--- src/hw/rtl/number_text_formatter_macros.svh ---
// ----------------------------------------------------------------------------
// Assertion macros for the number text formatter.
// Each macro expands to one labeled concurrent assertion, clocked on clk and
// held off while arst_n is low.
// ----------------------------------------------------------------------------
`ifndef NUMBER_TEXT_FORMATTER_MACROS_SVH
`define NUMBER_TEXT_FORMATTER_MACROS_SVH

// The consequent must hold in the same cycle as the antecedent.
`define NTF_ASSERT_NOW(lbl, ante, cons, msg) \
	lbl: assert property (@(posedge clk) disable iff (!arst_n) (ante) |-> (cons)) \
		else $error(msg);

// The consequent must hold in the cycle after the antecedent.
`define NTF_ASSERT_NEXT(lbl, ante, cons, msg) \
	lbl: assert property (@(posedge clk) disable iff (!arst_n) (ante) |=> (cons)) \
		else $error(msg);

`endif

--- src/hw/rtl/ntf_pkg.sv ---
// ----------------------------------------------------------------------------
// ntf_pkg: number text formatter package
// Sizes, codes, reciprocal constants and character helpers of the formatter.
// ----------------------------------------------------------------------------
`default_nettype none

package ntf_pkg;

	localparam int MAX_PAD    = 16;
	localparam int RESULT_CAP = 20;
	// The sign plus the padded digits never exceed the result cap.
	localparam int PAD_CAP    = (MAX_PAD < RESULT_CAP - 1) ? MAX_PAD : RESULT_CAP - 1;
	localparam int DEC_DIGITS = 10;
	localparam int DIG_DEPTH  = (PAD_CAP > DEC_DIGITS) ? PAD_CAP : DEC_DIGITS;
	localparam int IDX_W      = $clog2(DIG_DEPTH);
	localparam int CNT_W      = $clog2(DIG_DEPTH + 1);

	localparam logic [31:0] ROMAN_LIMIT  = 32'd40000;
	localparam logic [4:0]  ROMAN_DIGITS = 5'd5;

	localparam logic [4:0] RADIX_DEC   = 5'd10;
	localparam logic [4:0] RADIX_HEX   = 5'd16;
	localparam logic [4:0] RADIX_ALPHA = 5'd26;

	// floor(2^32 / radix); the estimated quotient is low by at most one.
	localparam logic [31:0] RECIP_DEC   = 32'h1999_9999;
	localparam logic [31:0] RECIP_HEX   = 32'h1000_0000;
	localparam logic [31:0] RECIP_ALPHA = 32'h09D8_9D89;

	localparam logic [6:0] CHAR_MINUS = 7'h2d;
	localparam logic [6:0] CHAR_ZERO  = 7'h30;
	localparam logic [6:0] CHAR_UP_A  = 7'h41;
	localparam logic [6:0] CHAR_LO_A  = 7'h61;

	typedef enum logic [2:0] {
		REQ_DEC      = 3'd0,
		REQ_HEX_LO   = 3'd1,
		REQ_HEX_UP   = 3'd2,
		REQ_ROM_LO   = 3'd3,
		REQ_ROM_UP   = 3'd4,
		REQ_ALPHA_LO = 3'd5,
		REQ_ALPHA_UP = 3'd6
	} req_type_t;

	typedef enum logic [1:0] {
		MODE_DEC,
		MODE_HEX,
		MODE_ROMAN,
		MODE_ALPHA
	} fmt_mode_t;

	typedef enum logic [2:0] {
		ST_IDLE,
		ST_MUL,
		ST_FIX,
		ST_SIGN,
		ST_EMIT,
		ST_FLUSH
	} ntf_state_t;

	// Lower-case Roman "one" letter of a decimal position.
	function automatic logic [6:0] roman_one(input logic [2:0] p);
		logic [6:0] c;
		unique case (p)
			3'd0:    c = 7'h69; // i
			3'd1:    c = 7'h78; // x
			3'd2:    c = 7'h63; // c
			3'd3:    c = 7'h6d; // m
			default: c = 7'h7a; // z
		endcase
		return c;
	endfunction

	// Lower-case Roman "five" letter of a decimal position.
	function automatic logic [6:0] roman_five(input logic [2:0] p);
		logic [6:0] c;
		unique case (p)
			3'd0:    c = 7'h76; // v
			3'd1:    c = 7'h6c; // l
			3'd2:    c = 7'h64; // d
			default: c = 7'h77; // w
		endcase
		return c;
	endfunction

	// Number of Roman letters that one decimal digit expands to.
	function automatic logic [2:0] roman_len(input logic [4:0] d);
		logic [2:0] n;
		unique case (d)
			5'd0:    n = 3'd0;
			5'd1:    n = 3'd1;
			5'd2:    n = 3'd2;
			5'd3:    n = 3'd3;
			5'd4:    n = 3'd2;
			5'd5:    n = 3'd1;
			5'd6:    n = 3'd2;
			5'd7:    n = 3'd3;
			5'd8:    n = 3'd4;
			5'd9:    n = 3'd2;
			default: n = 3'd0;
		endcase
		return n;
	endfunction

endpackage

`default_nettype wire

--- src/hw/rtl/ntf_if.sv ---
// ----------------------------------------------------------------------------
// ntf_if: formatter stream interfaces
// Valid/ready channels for number requests and for text characters.
// ----------------------------------------------------------------------------
`default_nettype none

interface ntf_in_if;
	logic               valid;
	logic               ready;
	logic signed [31:0] value;
	logic        [2:0]  req_type;
	logic        [4:0]  pad_width;

	modport source (output valid, output value, output req_type, output pad_width,
		input ready);
	modport sink (input valid, input value, input req_type, input pad_width,
		output ready);
endinterface

interface ntf_out_if;
	logic       valid;
	logic       ready;
	logic [6:0] char_code;
	logic       last_char;

	modport source (output valid, output char_code, output last_char, input ready);
	modport sink (input valid, input char_code, input last_char, output ready);
endinterface

`default_nettype wire

--- src/hw/rtl/number_text_formatter.sv ---
// ----------------------------------------------------------------------------
// number_text_formatter: signed integer to ASCII text
// Formats one 32-bit number as decimal, hex, Roman or letters, one character
// per output request.
// ----------------------------------------------------------------------------
// Usage: a request on num carries value, req_type and pad_width. The text
// leaves on text most significant character first, one character per
// request, and the final character of the number has last_char set. Every
// number yields 1 to 20 characters.
// Timing: num.ready is high only while the block is idle. The digits are
// produced by one shared reciprocal-multiply divider, in a multiply state
// and a fix state per digit (5 digits for Roman, else the larger of the
// digit count and the pad width). A sign state then handles the minus, and
// the characters after it go out one per cycle while the receiver does not
// stall; each Roman position with digit zero takes a sequencer step too.
// Reset: arst_n clears the sequencer and the output register; no character
// is pending afterwards and the block is ready at once.
// Stalls: one character is held back so that the final one can be marked;
// a stalled receiver freezes character generation, and nothing is lost.
// ----------------------------------------------------------------------------
`default_nettype none

module number_text_formatter (
	input  logic      clk,
	input  logic      arst_n,
	ntf_in_if.sink    num,
	ntf_out_if.source text
);
	import ntf_pkg::*;

	`include "number_text_formatter_macros.svh"

	// Sequencer and per-item registers.
	ntf_state_t       state_q, state_d;
	fmt_mode_t        mode_q;
	logic             upper_q;
	logic             neg_q;
	logic [31:0]      mag_q;
	logic [31:0]      opnd_q;
	logic [63:0]      prod_q;
	logic [4:0]       pad_q;
	logic [CNT_W-1:0] cnt_q;
	logic [CNT_W-1:0] idx_q;
	logic [1:0]       sub_q;
	logic [4:0]       dig_q [DIG_DEPTH];

	// The held character, and the output register that faces the receiver.
	logic [6:0] hold_char_q;
	logic       hold_valid_q;
	logic [6:0] out_char_q;
	logic       out_last_q;
	logic       out_valid_q;

	// Request decode. The magnitude of the most negative value is taken as
	// the unsigned 2^31, which the 32-bit negation gives by itself.
	logic [31:0] raw_u;
	logic [31:0] in_mag;
	logic        in_rom;
	logic        in_alpha;
	logic        in_hex;
	logic [4:0]  pad_sat;
	fmt_mode_t   in_mode;
	logic [4:0]  in_pad;
	logic        in_upper;

	always_comb begin
		raw_u    = num.value;
		in_mag   = raw_u[31] ? (32'd0 - raw_u) : raw_u;
		in_rom   = (num.req_type == REQ_ROM_LO || num.req_type == REQ_ROM_UP) &&
			(in_mag != 32'd0) && (in_mag < ROMAN_LIMIT);
		in_alpha = (num.req_type == REQ_ALPHA_LO || num.req_type == REQ_ALPHA_UP) &&
			(in_mag != 32'd0);
		in_hex   = (num.req_type == REQ_HEX_LO || num.req_type == REQ_HEX_UP);
		in_upper = (num.req_type == REQ_HEX_UP || num.req_type == REQ_ROM_UP ||
			num.req_type == REQ_ALPHA_UP);
		pad_sat  = (num.pad_width > 5'(PAD_CAP)) ? 5'(PAD_CAP) : num.pad_width;
		// Roman extracts all five decimal positions; a fallback to decimal
		// from Roman, letters or the unused code is not padded.
		priority if (in_rom) begin
			in_mode = MODE_ROMAN;
			in_pad  = ROMAN_DIGITS;
		end else if (in_alpha) begin
			in_mode = MODE_ALPHA;
			in_pad  = 5'd0;
		end else if (in_hex) begin
			in_mode = MODE_HEX;
			in_pad  = pad_sat;
		end else if (num.req_type == REQ_DEC) begin
			in_mode = MODE_DEC;
			in_pad  = pad_sat;
		end else begin
			in_mode = MODE_DEC;
			in_pad  = 5'd0;
		end
	end

	// Shared divider: quotient estimate by reciprocal multiply, then one
	// compare and subtract. Letters are bijective, so they divide mag - 1.
	logic [4:0]  radix;
	logic [31:0] recip;
	logic [31:0] opnd;
	logic [31:0] q_est;
	logic [31:0] q_back;
	logic [31:0] rem_full;
	logic        rem_over;
	logic [4:0]  digit;
	logic [31:0] quot;
	logic [5:0]  cnt_next;
	logic        more_digits;

	always_comb begin
		unique case (mode_q)
			MODE_HEX: begin
				radix = RADIX_HEX;
				recip = RECIP_HEX;
			end
			MODE_ALPHA: begin
				radix = RADIX_ALPHA;
				recip = RECIP_ALPHA;
			end
			default: begin
				radix = RADIX_DEC;
				recip = RECIP_DEC;
			end
		endcase
		opnd        = (mode_q == MODE_ALPHA) ? (mag_q - 32'd1) : mag_q;
		q_est       = prod_q[63:32];
		q_back      = q_est * {27'd0, radix};
		rem_full    = opnd_q - q_back;
		// The remainder estimate stays below twice the radix.
		rem_over    = rem_full[5:0] >= {1'b0, radix};
		digit       = rem_over ? 5'(rem_full[5:0] - {1'b0, radix}) : rem_full[4:0];
		quot        = q_est + {31'd0, rem_over};
		cnt_next    = 6'(cnt_q) + 6'd1;
		more_digits = (quot != 32'd0) || (cnt_next < {1'b0, pad_q});
	end

	// Character of the digit at the read position.
	logic [CNT_W-1:0] rd_pos;
	logic [4:0]       rd_digit;
	logic [2:0]       rom_pos;
	logic [2:0]       rom_len;
	logic             rom_digit_end;
	logic [6:0]       rom_char_lo;
	logic [6:0]       rom_char;
	logic [6:0]       radix_char;
	logic [6:0]       emit_char;

	always_comb begin
		rd_pos        = idx_q - CNT_W'(1);
		rd_digit      = dig_q[rd_pos[IDX_W-1:0]];
		rom_pos       = rd_pos[2:0];
		rom_len       = roman_len(rd_digit);
		rom_digit_end = ({1'b0, sub_q} + 3'd1) == rom_len;
		// Nine is one-then-next-one, four is one-then-five, five and up lead
		// with five, and the rest are runs of ones.
		priority if (rd_digit == 5'd9) begin
			rom_char_lo = (sub_q == 2'd0) ? roman_one(rom_pos) : roman_one(rom_pos + 3'd1);
		end else if (rd_digit == 5'd4) begin
			rom_char_lo = (sub_q == 2'd0) ? roman_one(rom_pos) : roman_five(rom_pos);
		end else if (rd_digit >= 5'd5) begin
			rom_char_lo = (sub_q == 2'd0) ? roman_five(rom_pos) : roman_one(rom_pos);
		end else begin
			rom_char_lo = roman_one(rom_pos);
		end
		rom_char = upper_q ? {rom_char_lo[6], 1'b0, rom_char_lo[4:0]} : rom_char_lo;
		if (rd_digit < 5'd10) begin
			radix_char = CHAR_ZERO + {2'b00, rd_digit};
		end else begin
			radix_char = (upper_q ? CHAR_UP_A : CHAR_LO_A) + {2'b00, rd_digit - 5'd10};
		end
		unique case (mode_q)
			MODE_ROMAN: emit_char = rom_char;
			MODE_ALPHA: emit_char = (upper_q ? CHAR_UP_A : CHAR_LO_A) + {2'b00, rd_digit};
			default:    emit_char = radix_char;
		endcase
	end

	// Sequencer.
	logic       out_free;
	logic       go;
	logic       accept;
	logic       dig_wr;
	logic       gen;
	logic [6:0] gen_char;
	logic       idx_dec;
	logic       sub_inc;
	logic       flush_push;

	assign out_free = !out_valid_q || text.ready;
	assign go       = !hold_valid_q || out_free;

	always_ff @(posedge clk or negedge arst_n) begin
		if (!arst_n) begin
			state_q <= ST_IDLE;
		end else begin
			state_q <= state_d;
		end
	end

	always_comb begin
		state_d    = state_q;
		accept     = 1'b0;
		dig_wr     = 1'b0;
		gen        = 1'b0;
		gen_char   = emit_char;
		idx_dec    = 1'b0;
		sub_inc    = 1'b0;
		flush_push = 1'b0;
		unique case (state_q)
			ST_IDLE: begin
				if (num.valid) begin
					accept  = 1'b1;
					state_d = ST_MUL;
				end
			end
			ST_MUL: begin
				state_d = ST_FIX;
			end
			ST_FIX: begin
				dig_wr  = 1'b1;
				state_d = more_digits ? ST_MUL : ST_SIGN;
			end
			ST_SIGN: begin
				gen_char = CHAR_MINUS;
				if (!neg_q) begin
					state_d = ST_EMIT;
				end else if (go) begin
					gen     = 1'b1;
					state_d = ST_EMIT;
				end
			end
			ST_EMIT: begin
				if (mode_q == MODE_ROMAN && rom_len == 3'd0) begin
					// A zero position has no Roman letters.
					idx_dec = 1'b1;
				end else if (go) begin
					gen = 1'b1;
					if (mode_q != MODE_ROMAN || rom_digit_end) begin
						idx_dec = 1'b1;
					end else begin
						sub_inc = 1'b1;
					end
				end
				if (idx_dec && idx_q == CNT_W'(1)) begin
					state_d = ST_FLUSH;
				end
			end
			ST_FLUSH: begin
				if (out_free) begin
					flush_push = 1'b1;
					state_d    = ST_IDLE;
				end
			end
			default: begin
				state_d = ST_IDLE;
			end
		endcase
	end

	// Control registers.
	always_ff @(posedge clk or negedge arst_n) begin
		if (!arst_n) begin
			cnt_q        <= '0;
			idx_q        <= '0;
			sub_q        <= '0;
			hold_valid_q <= 1'b0;
			out_valid_q  <= 1'b0;
		end else begin
			if (accept) begin
				cnt_q <= '0;
				sub_q <= '0;
			end else if (dig_wr) begin
				cnt_q <= cnt_q + CNT_W'(1);
				idx_q <= cnt_q + CNT_W'(1);
			end
			if (idx_dec) begin
				idx_q <= idx_q - CNT_W'(1);
				sub_q <= '0;
			end else if (sub_inc) begin
				sub_q <= sub_q + 2'd1;
			end
			if (gen) begin
				hold_valid_q <= 1'b1;
			end else if (flush_push) begin
				hold_valid_q <= 1'b0;
			end
			if ((gen && hold_valid_q) || flush_push) begin
				out_valid_q <= 1'b1;
			end else if (text.ready) begin
				out_valid_q <= 1'b0;
			end
		end
	end

	// Payload registers.
	always_ff @(posedge clk) begin
		if (accept) begin
			neg_q   <= raw_u[31];
			mag_q   <= in_mag;
			mode_q  <= in_mode;
			upper_q <= in_upper;
			pad_q   <= in_pad;
		end
		if (state_q == ST_MUL) begin
			opnd_q <= opnd;
			prod_q <= {32'd0, opnd} * {32'd0, recip};
		end
		if (dig_wr) begin
			dig_q[cnt_q[IDX_W-1:0]] <= digit;
			mag_q                   <= quot;
		end
		if (gen) begin
			hold_char_q <= gen_char;
			if (hold_valid_q) begin
				out_char_q <= hold_char_q;
				out_last_q <= 1'b0;
			end
		end else if (flush_push) begin
			out_char_q <= hold_char_q;
			out_last_q <= 1'b1;
		end
	end

	assign num.ready      = (state_q == ST_IDLE);
	assign text.valid     = out_valid_q;
	assign text.char_code = out_char_q;
	assign text.last_char = out_last_q;

	// Assertions.
	`NTF_ASSERT_NOW(a_idle_no_hold, state_q == ST_IDLE, !hold_valid_q,
		"character still held while idle")
	`NTF_ASSERT_NOW(a_flush_has_char, state_q == ST_FLUSH, hold_valid_q,
		"flush without a held character")
	`NTF_ASSERT_NOW(a_cnt_depth, 1'b1, cnt_q <= CNT_W'(DIG_DEPTH),
		"digit count beyond buffer depth")
	`NTF_ASSERT_NOW(a_dec_digit, (state_q == ST_EMIT) &&
		(mode_q == MODE_DEC || mode_q == MODE_ROMAN), rd_digit < 5'd10,
		"decimal digit out of range")
	`NTF_ASSERT_NEXT(a_gen_needs_room, gen && hold_valid_q, out_valid_q,
		"held character not moved to the output register")

endmodule

`default_nettype wire

--- src/flat_wrapper.sv ---
// flat-port wrapper written by rule: the top's interface ports become plain ports
module number_text_formatter_flat import ntf_pkg::*;
  (clk, arst_n, num_valid, num_value, num_req_type, num_pad_width, num_ready, text_valid, text_char_code, text_last_char, text_ready);
  ntf_in_if num_i ();
  ntf_out_if text_i ();
  input  logic clk;
  input  logic arst_n;
  input wire logic [$bits(num_i.valid)-1:0] num_valid;
  input wire logic [$bits(num_i.value)-1:0] num_value;
  input wire logic [$bits(num_i.req_type)-1:0] num_req_type;
  input wire logic [$bits(num_i.pad_width)-1:0] num_pad_width;
  output wire logic [$bits(num_i.ready)-1:0] num_ready;
  output wire logic [$bits(text_i.valid)-1:0] text_valid;
  output wire logic [$bits(text_i.char_code)-1:0] text_char_code;
  output wire logic [$bits(text_i.last_char)-1:0] text_last_char;
  input wire logic [$bits(text_i.ready)-1:0] text_ready;
  assign num_i.valid = num_valid;
  assign num_i.value = num_value;
  assign num_i.req_type = num_req_type;
  assign num_i.pad_width = num_pad_width;
  assign num_ready = num_i.ready;
  assign text_valid = text_i.valid;
  assign text_char_code = text_i.char_code;
  assign text_last_char = text_i.last_char;
  assign text_i.ready = text_ready;
  number_text_formatter u_core (.clk(clk), .arst_n(arst_n), .num(num_i), .text(text_i));
endmodule
--- config.mk ---
export PLATFORM = sky130hd
export DESIGN_NAME = number_text_formatter_flat
export DESIGN_NICKNAME = d
export VERILOG_FILES = /design/src/hw/rtl/ntf_pkg.sv /design/src/hw/rtl/ntf_if.sv /design/src/hw/rtl/number_text_formatter.sv /design/src/flat_wrapper.sv
export VERILOG_INCLUDE_DIRS = /design/src /design/src/hw/rtl
export SDC_FILE = /design/constraint.sdc
export NUM_CORES = 2
export LEC_CHECK = 0
export ABC_AREA = 1
export BUFFER_PORTS_ARGS = -buffer_cell sky130_fd_sc_hd__buf_2
export CAP_MARGIN = 20
export CORE_ASPECT_RATIO = 1.5
export CORE_MARGIN = 1.5
export CORE_UTILIZATION = 50
export CTS_CLUSTER_DIAMETER = 100
export DETAILED_ROUTE_END_ITERATION = 12
export HOLD_SLACK_MARGIN = 0.1
export PLACE_DENSITY = 0.66
export SLEW_MARGIN = 20
export SYNTH_ARGS = -nofsm -noshare
export SYNTH_HDL_FRONTEND = slang
export SYNTH_SLANG_ARGS = --single-unit
--- constraint.sdc ---
create_clock -name clk -period 8.4 [get_ports clk]
set_input_delay 0 -clock clk [delete_from_list [all_inputs] [get_ports clk]]
set_output_delay 0 -clock clk [all_outputs]
set_load 0.03 [all_outputs]
* Word-level counts from Yosys, hierarchy flattened
Memory sizes are Yosys's and may differ from the RTL's.
Index checks and enable logic that the tools add are counted.
** Storage, ports and cells
- Flip-flop bits (word level) :: 143
- Memory bits (writable) :: 80
- ROM bits :: 48
- Output and inout port bits :: 10
- Logic and storage cells :: 180
- Memories kept :: 2
** Memories
- u_core.dig_q :: words 16, bits a word 5, read ports 1, clocked after memory_dff 0, write ports 1, line number_text_formatter.sv:45 : logic [4:0] dig_q [DIG_DEPTH];
- (no name shown) :: words 16, bits a word 3, read ports 1, clocked after memory_dff 0, write ports 0, line ntf_pkg.sv:89 : unique case (d)
** Cells by class
- Add/sub/neg operators :: 15
- Multiply operators :: 2
- Order comparisons :: 6
- Equal/unequal tests :: 31
- Muxes and demuxes :: 71
- Reductions and logical operators :: 35
** Operators with widths (count)
- 2-to-1 mux 32 bit :: 4
- nonzero test 32 bit :: 2
- multiplier 32 x 29 -> 61 bit :: 1
- one-hot mux 29 bit (2 select lines) :: 1
- 2-to-1 mux 5 bit :: 11
- 2-to-1 mux 7 bit :: 7
- one-hot mux 5 bit (4 select lines) :: 2
- adder 32 x 1 -> 32 bit :: 1
- less-than comparator 32 x 16 -> 1 bit (second input constant) :: 1
- multiplier 32 x 5 -> 6 bit :: 1
- subtractor 1 x 32 -> 32 bit (first input constant) :: 1
- subtractor 32 x 1 -> 32 bit (second input constant) :: 1
- 2-to-1 mux 1 bit :: 28
- == test 3 x 2 -> 1 bit (second input constant) :: 8
- 2-to-1 mux 3 bit :: 7
- one-hot mux 3 bit (6 select lines) :: 1
- == test 3 bit (second input constant) :: 5
- zero test 3 bit :: 5
- one-hot mux 5 bit (3 select lines) :: 1
- adder 7 x 5 -> 7 bit :: 2
- one-hot mux 7 bit (2 select lines) :: 1
- == test 3 x 1 -> 1 bit (second input constant) :: 4
- 2-to-1 mux 6 bit :: 2
- logical OR 1 bit :: 10
- 35 further kinds :: 53

* Longest topological paths before layout
An unclocked memory read counts as a cell.
- Word-level depth :: 13
- Mapped depth :: 45
- Mapped depth without buffers :: 44

* Worst setup path after synthesis
Ideal clock, no wire load.
- Path kind :: flip-flop to flip-flop
- From :: reg u_core.mag_q[0]
- To :: reg u_core.prod_q[47] (data pin)
- Library setup time :: 0.258 ns
- Arrival :: 7.318 ns
- Required time :: 8.142 ns
- Setup slack :: 0.824 ns
- Stages on the path, launching flop included :: 38
- Path buffers :: 0
- Clock period less this slack :: 7.576 ns
- Path through :: edfxtp_1 -> inv_1 -> ha_1 -> nand3_2 -> nor2_1 -> nand2_1 -> nor3_2 -> nand3_1 -> nor2_1 -> nand2_1 -> nand2_1 -> inv_1 -> nor2_2 -> inv_1 -> nor2_1 -> nor2_1 -> fa_1 -> inv_1 -> (+2 left out) -> fa_1 -> fa_1 -> fa_1 -> fa_1 -> inv_1 -> fa_1 -> inv_1 -> ha_1 -> nand2_1 -> nor2_1 -> inv_1 -> nor2_1 -> nand4_1 -> o21ai_0 -> nand2_1 -> o211ai_1 -> a31oi_1 -> xnor2_1
** On the way
- Cells in the longest elaborated chain, start to end :: 3
** Ends and longest elaborated chain
- from (decl) :: line number_text_formatter.sv:38 : logic [31:0] mag_q;
- from (signal assigned) :: line number_text_formatter.sv:300 : mag_q <= in_mag;
- from (signal assigned) :: line number_text_formatter.sv:311 : mag_q <= quot;
- subtractor 32 x 1 -> 32 bit :: line number_text_formatter.sv:126 : opnd = (mode_q == MODE_ALPHA) ? (mag_q - 32'd1) : mag_q;
- 2-to-1 mux 32 bit * :: line number_text_formatter.sv:126
- multiplier 32 x 29 -> 61 bit * :: line number_text_formatter.sv:307 : prod_q <= {32'd0, opnd} * {32'd0, recip};
- to (signal assigned) :: line number_text_formatter.sv:307
- to (decl) :: line number_text_formatter.sv:40 : logic [63:0] prod_q;
Every way passes the cells marked *; elsewhere a longest branch is shown, timed or not.
A chain may end at the register's enable or synchronous reset.

* Worst setup path after layout
- From :: reg u_core.mag_q[1]
- To :: reg u_core.prod_q[60] (data pin)
Same word-level chain as after synthesis.

==> Flow_metrics.wiki <==
{| class="wikitable"
! Metric !! Value
|-
| Inserted Clock Buffers || 17
|-
| Top cell types by occurrence after synthesis || 949 x inv_1, 476 x nand2_1, 459 x ha_1
|-
| Outcome || complete, no violations
|-
| Min cycle time layout || 8.13 ns
|-
| Clk pin slew, worst setup/hold paths || 0.07 ns
|-
| Routed vias || 25400
|-
| Antenna fix cells || 0
|-
| Share of the yosys chip area belonging to registers || 17.7%
|-
| Maximum fanout encountered on the critical timing path || 4
|-
| Combinational family with the most area after synthesis || adder cells
|-
| Hold Path Depth || 5
|-
| Clock latency on the worst-skew pair || 0.46 ns
|-
| Wire length of the first global-routing pass || 151 mm
|-
| Mapped Nets || 4633
|-
| Half-perimeter wire length of the detailed placement result || 87.2 mm
|-
| Mux share of post-synthesis cell area || 0.0637%
|-
| Final count of negative-setup-slack endpoints || 0
|-
| Main synth FF type || edfxtp_1
|-
| Slowest stage cell, crit path || fa_1
|-
| Number of sinks on the clock net || 188
|-
| Yosys cell types || 56
|-
| Period Utilization, post-route || 96.8%
|-
| Cell occurring most often along the worst timing path || inv_1
|-
| Via count of the first global-routing pass || 26500
|-
| Post-DR vias/cell || 5.33
|-
| Ratio of cells with drive above 1 in the final layout || 11.4%
|-
| Count leader, synth || inv_1
|-
| Fraction of registers with async set or reset after synthesis || 9.04%
|-
| Total number of nets in the final design || 4861
|-
| Number of instances in the synthesized netlist || 3734
|-
| Unrepaired setup endpoints after global routing || true
|-
| Number of enable flip-flop cells after synthesis || 171
|-
| TritonCTS clock tree || done
|-
| Ports placed on the boundary || 54
|-
| Number of antenna violations at the first check in global routing || 0
|-
| Fraction of synthesized cell area taken by the top area cell type || 25.2%
|-
| Parity-gate share of the synthesized area counting xor and xnor cells || 4.31%
|-
| Initial core utilization || 50.5%
|-
| Fraction of the mapped netlist area in compound gates || 6.67%
|-
| Number of search-and-repair iterations in the first detailed-routing pass || 5
|-
| Overflow after GRT || 0
|-
| Timing-limited maximum frequency || 123 MHz
|-
| Pin count of the biggest net entering global routing || 48
|-
| Simple-gate area share of the yosys netlist || 15.4%
|-
| Relative max-transition margin || 28.9%
|-
| Largest stage delay on the critical path || 0.52 ns
|-
| Synth Area in Adders || 43.5%
|-
| GR Util All Layers || 31.9%
|-
| Global placement routability congestion || 1.05
|-
| Average size of a mapped cell || 8.41 um^2
|-
| Die Y || 310 um
|-
| Yosys reg bits || 188
|-
| CP Class || reg -> reg
|-
| H-tree levels || 4
|-
| Netlist area before placement || 31400 um^2
|-
| Root cell of the clock tree || clkbuf_16
|-
| Slew of the pin with the lowest slew margin || 1.06 ns
|-
| Total Neg Setup Slack || 0 ns
|-
| Count of endpoints failing hold in the final timing report || 0
|-
| Max-slew violation total from the final report || 0
|-
| Clock Skews || 0.0164 ns
|-
| IO buf count || 53
|-
| Longest Clk Path Bufs || 2
|-
| Row count || 112
|-
| Placed instance area || 33600 um^2
|-
| Worst R2R Path Depth || 36
|-
| FILL cells || 5819
|-
| Max-capacitance violation count || 0
|-
| Count of nets left with antenna violations after detail routing || 0
|-
| DRT iter0 DRCs || 1526
|-
| Path category of the worst min-delay check || in -> reg
|-
| Die X-Extent || 208 um
|-
| Startpoint kind of the worst setup timing path || register
|-
| Yosys Warn Count || 0
|-
| Cell type with the largest total area after synthesis || fa_1
|-
| Capturing element type of the critical path || register
|-
| Largest cells by area after synthesis || fa_1 25%, ha_1 18%, edfxtp_1 16%
|-
| Core area || 62200 um^2
|-
| Die Footprint || 64400 um^2
|-
| Detailed-route DRC error count || 0
|-
| Average detailed-routed wire length per instance || 21.0 um
|-
| Final std cell area, no fill || 35300 um^2
|-
| Routed wire length || 100 mm
|-
| Arrival time at the worst endpoint || 8.32 ns
|-
| Layout area overhead || 12.3%
|-
| Critical path required time || 8.59 ns
|}
-- placed cells by master (no fill, tap or decap), types with 20 or more instances in the layout --
cell type,netlist,final
nand4_1,34,34
edfxtp_1,171,171
nor2_2,12,40
buf_2,7,53
ha_1,459,445
fa_2,0,20
a21oi_2,0,22
inv_1,949,945
dlygate4sd3_1,0,44
xor2_1,104,99
buf_4,4,160
a21oi_1,129,107
fa_1,396,376
nand2_2,15,24
nor2_1,407,371
nand3_1,135,131
nand2_1,476,467
nor3_1,25,22
o21ai_0,148,134
xnor2_1,47,44
-- final timing paths --
kind,startpoint,to,slack (ns)
max,u_core.mag_q[1],u_core.prod_q[60],0.27
min reg2reg,u_core.hold_char_q[6],u_core.text.char_code[6],0.42
min in group asynchronous,arst_n,u_core.idx_q[1],0.83
max in group asynchronous,arst_n,u_core.hold_valid_q,6.96
min,num_value[10],u_core.mag_q[10],0.12
max reg2reg,u_core.mag_q[1],u_core.prod_q[60],0.27
-- registers in the layout, summed over array words and instances, names as in the netlist --
name	count
u_core.text.valid	1
u_core.cnt_q	5
u_core.opnd_q	6
u_core.hold_char_q	7
u_core.sub_q	2
u_core.text.last_char	1
u_core.state_q	3
u_core.mode_q	2
u_core.upper_q	1
u_core.hold_valid_q	1
u_core.prod_q	29
u_core.pad_q	5
u_core.idx_q	5
u_core.text.char_code	7
u_core.neg_q	1
u_core.mag_q	32
u_core.dig_q	80
-- worst max-delay path: cells and delay by family (launching register included) --
kind            cells  cell delay, ns
flops               1            0.43
fa+ha+maj          10            4.19
xor+xnor            2            0.33
compound gates      1            0.07
buf+inv            10            0.96
simple gates       13            1.87
-- final cells by class --
type	count	area, um^2	share of cell area [%]
clock buffers	18	429	1.22
multi-input cells	2532	22600	64.0
clock inverters	14	159	0.450
repair buffers	257	1910	5.41
inverters	966	3640	10.3
well taps	798	998	2.83
flip-flops and latches	188	5560	15.8
-- timing repair --
item | 4_1_cts | 5_1_grt
buffers inserted | 0 | 10
pin swaps | 0 | 40
hold endpoints to repair | 51 | 0
hold buffers | 44 | 0
resized for setup | 2 | 155
setup endpoints to repair | 20 | 29
-- logic make-up after synthesis --
logic type      Yosys count
xor+xnor                153
mux                       2
flops                   188
simple gates           1149
buf+inv                1014
fa+ha+maj               855
compound gates          373
-- routing by layer --
metal	vias to the layer above	global-route usage (%)	share of wire [%]
met3	363	2.79	3.7
met5	-	0	0
met1	12200	33.0	35
li1	12100	-	-
met2	852	58.1	51
met4	0	28.4	11
-- per-stage QoR --
step | worst slack [ns] | std cells | utilization, % | hold WS, ns
final | 0.267 | 4773 | 56.7 | 0.119
after floorplan | 0.824 | 3734 | - | -0.296
after CTS | 0.0142 | 4763 | 55.6 | 0.105
after global placement | -0.0494 | 4687 | 54.0 | -0.00748
after global routing | -0.0425 | 4773 | 56.7 | 0.117
after detailed placement | -0.140 | 4687 | 54.0 | -0.00145
Power is not shown: default switching activity piles up to over one toggle a cycle in this logic, so the estimate is an artifact.
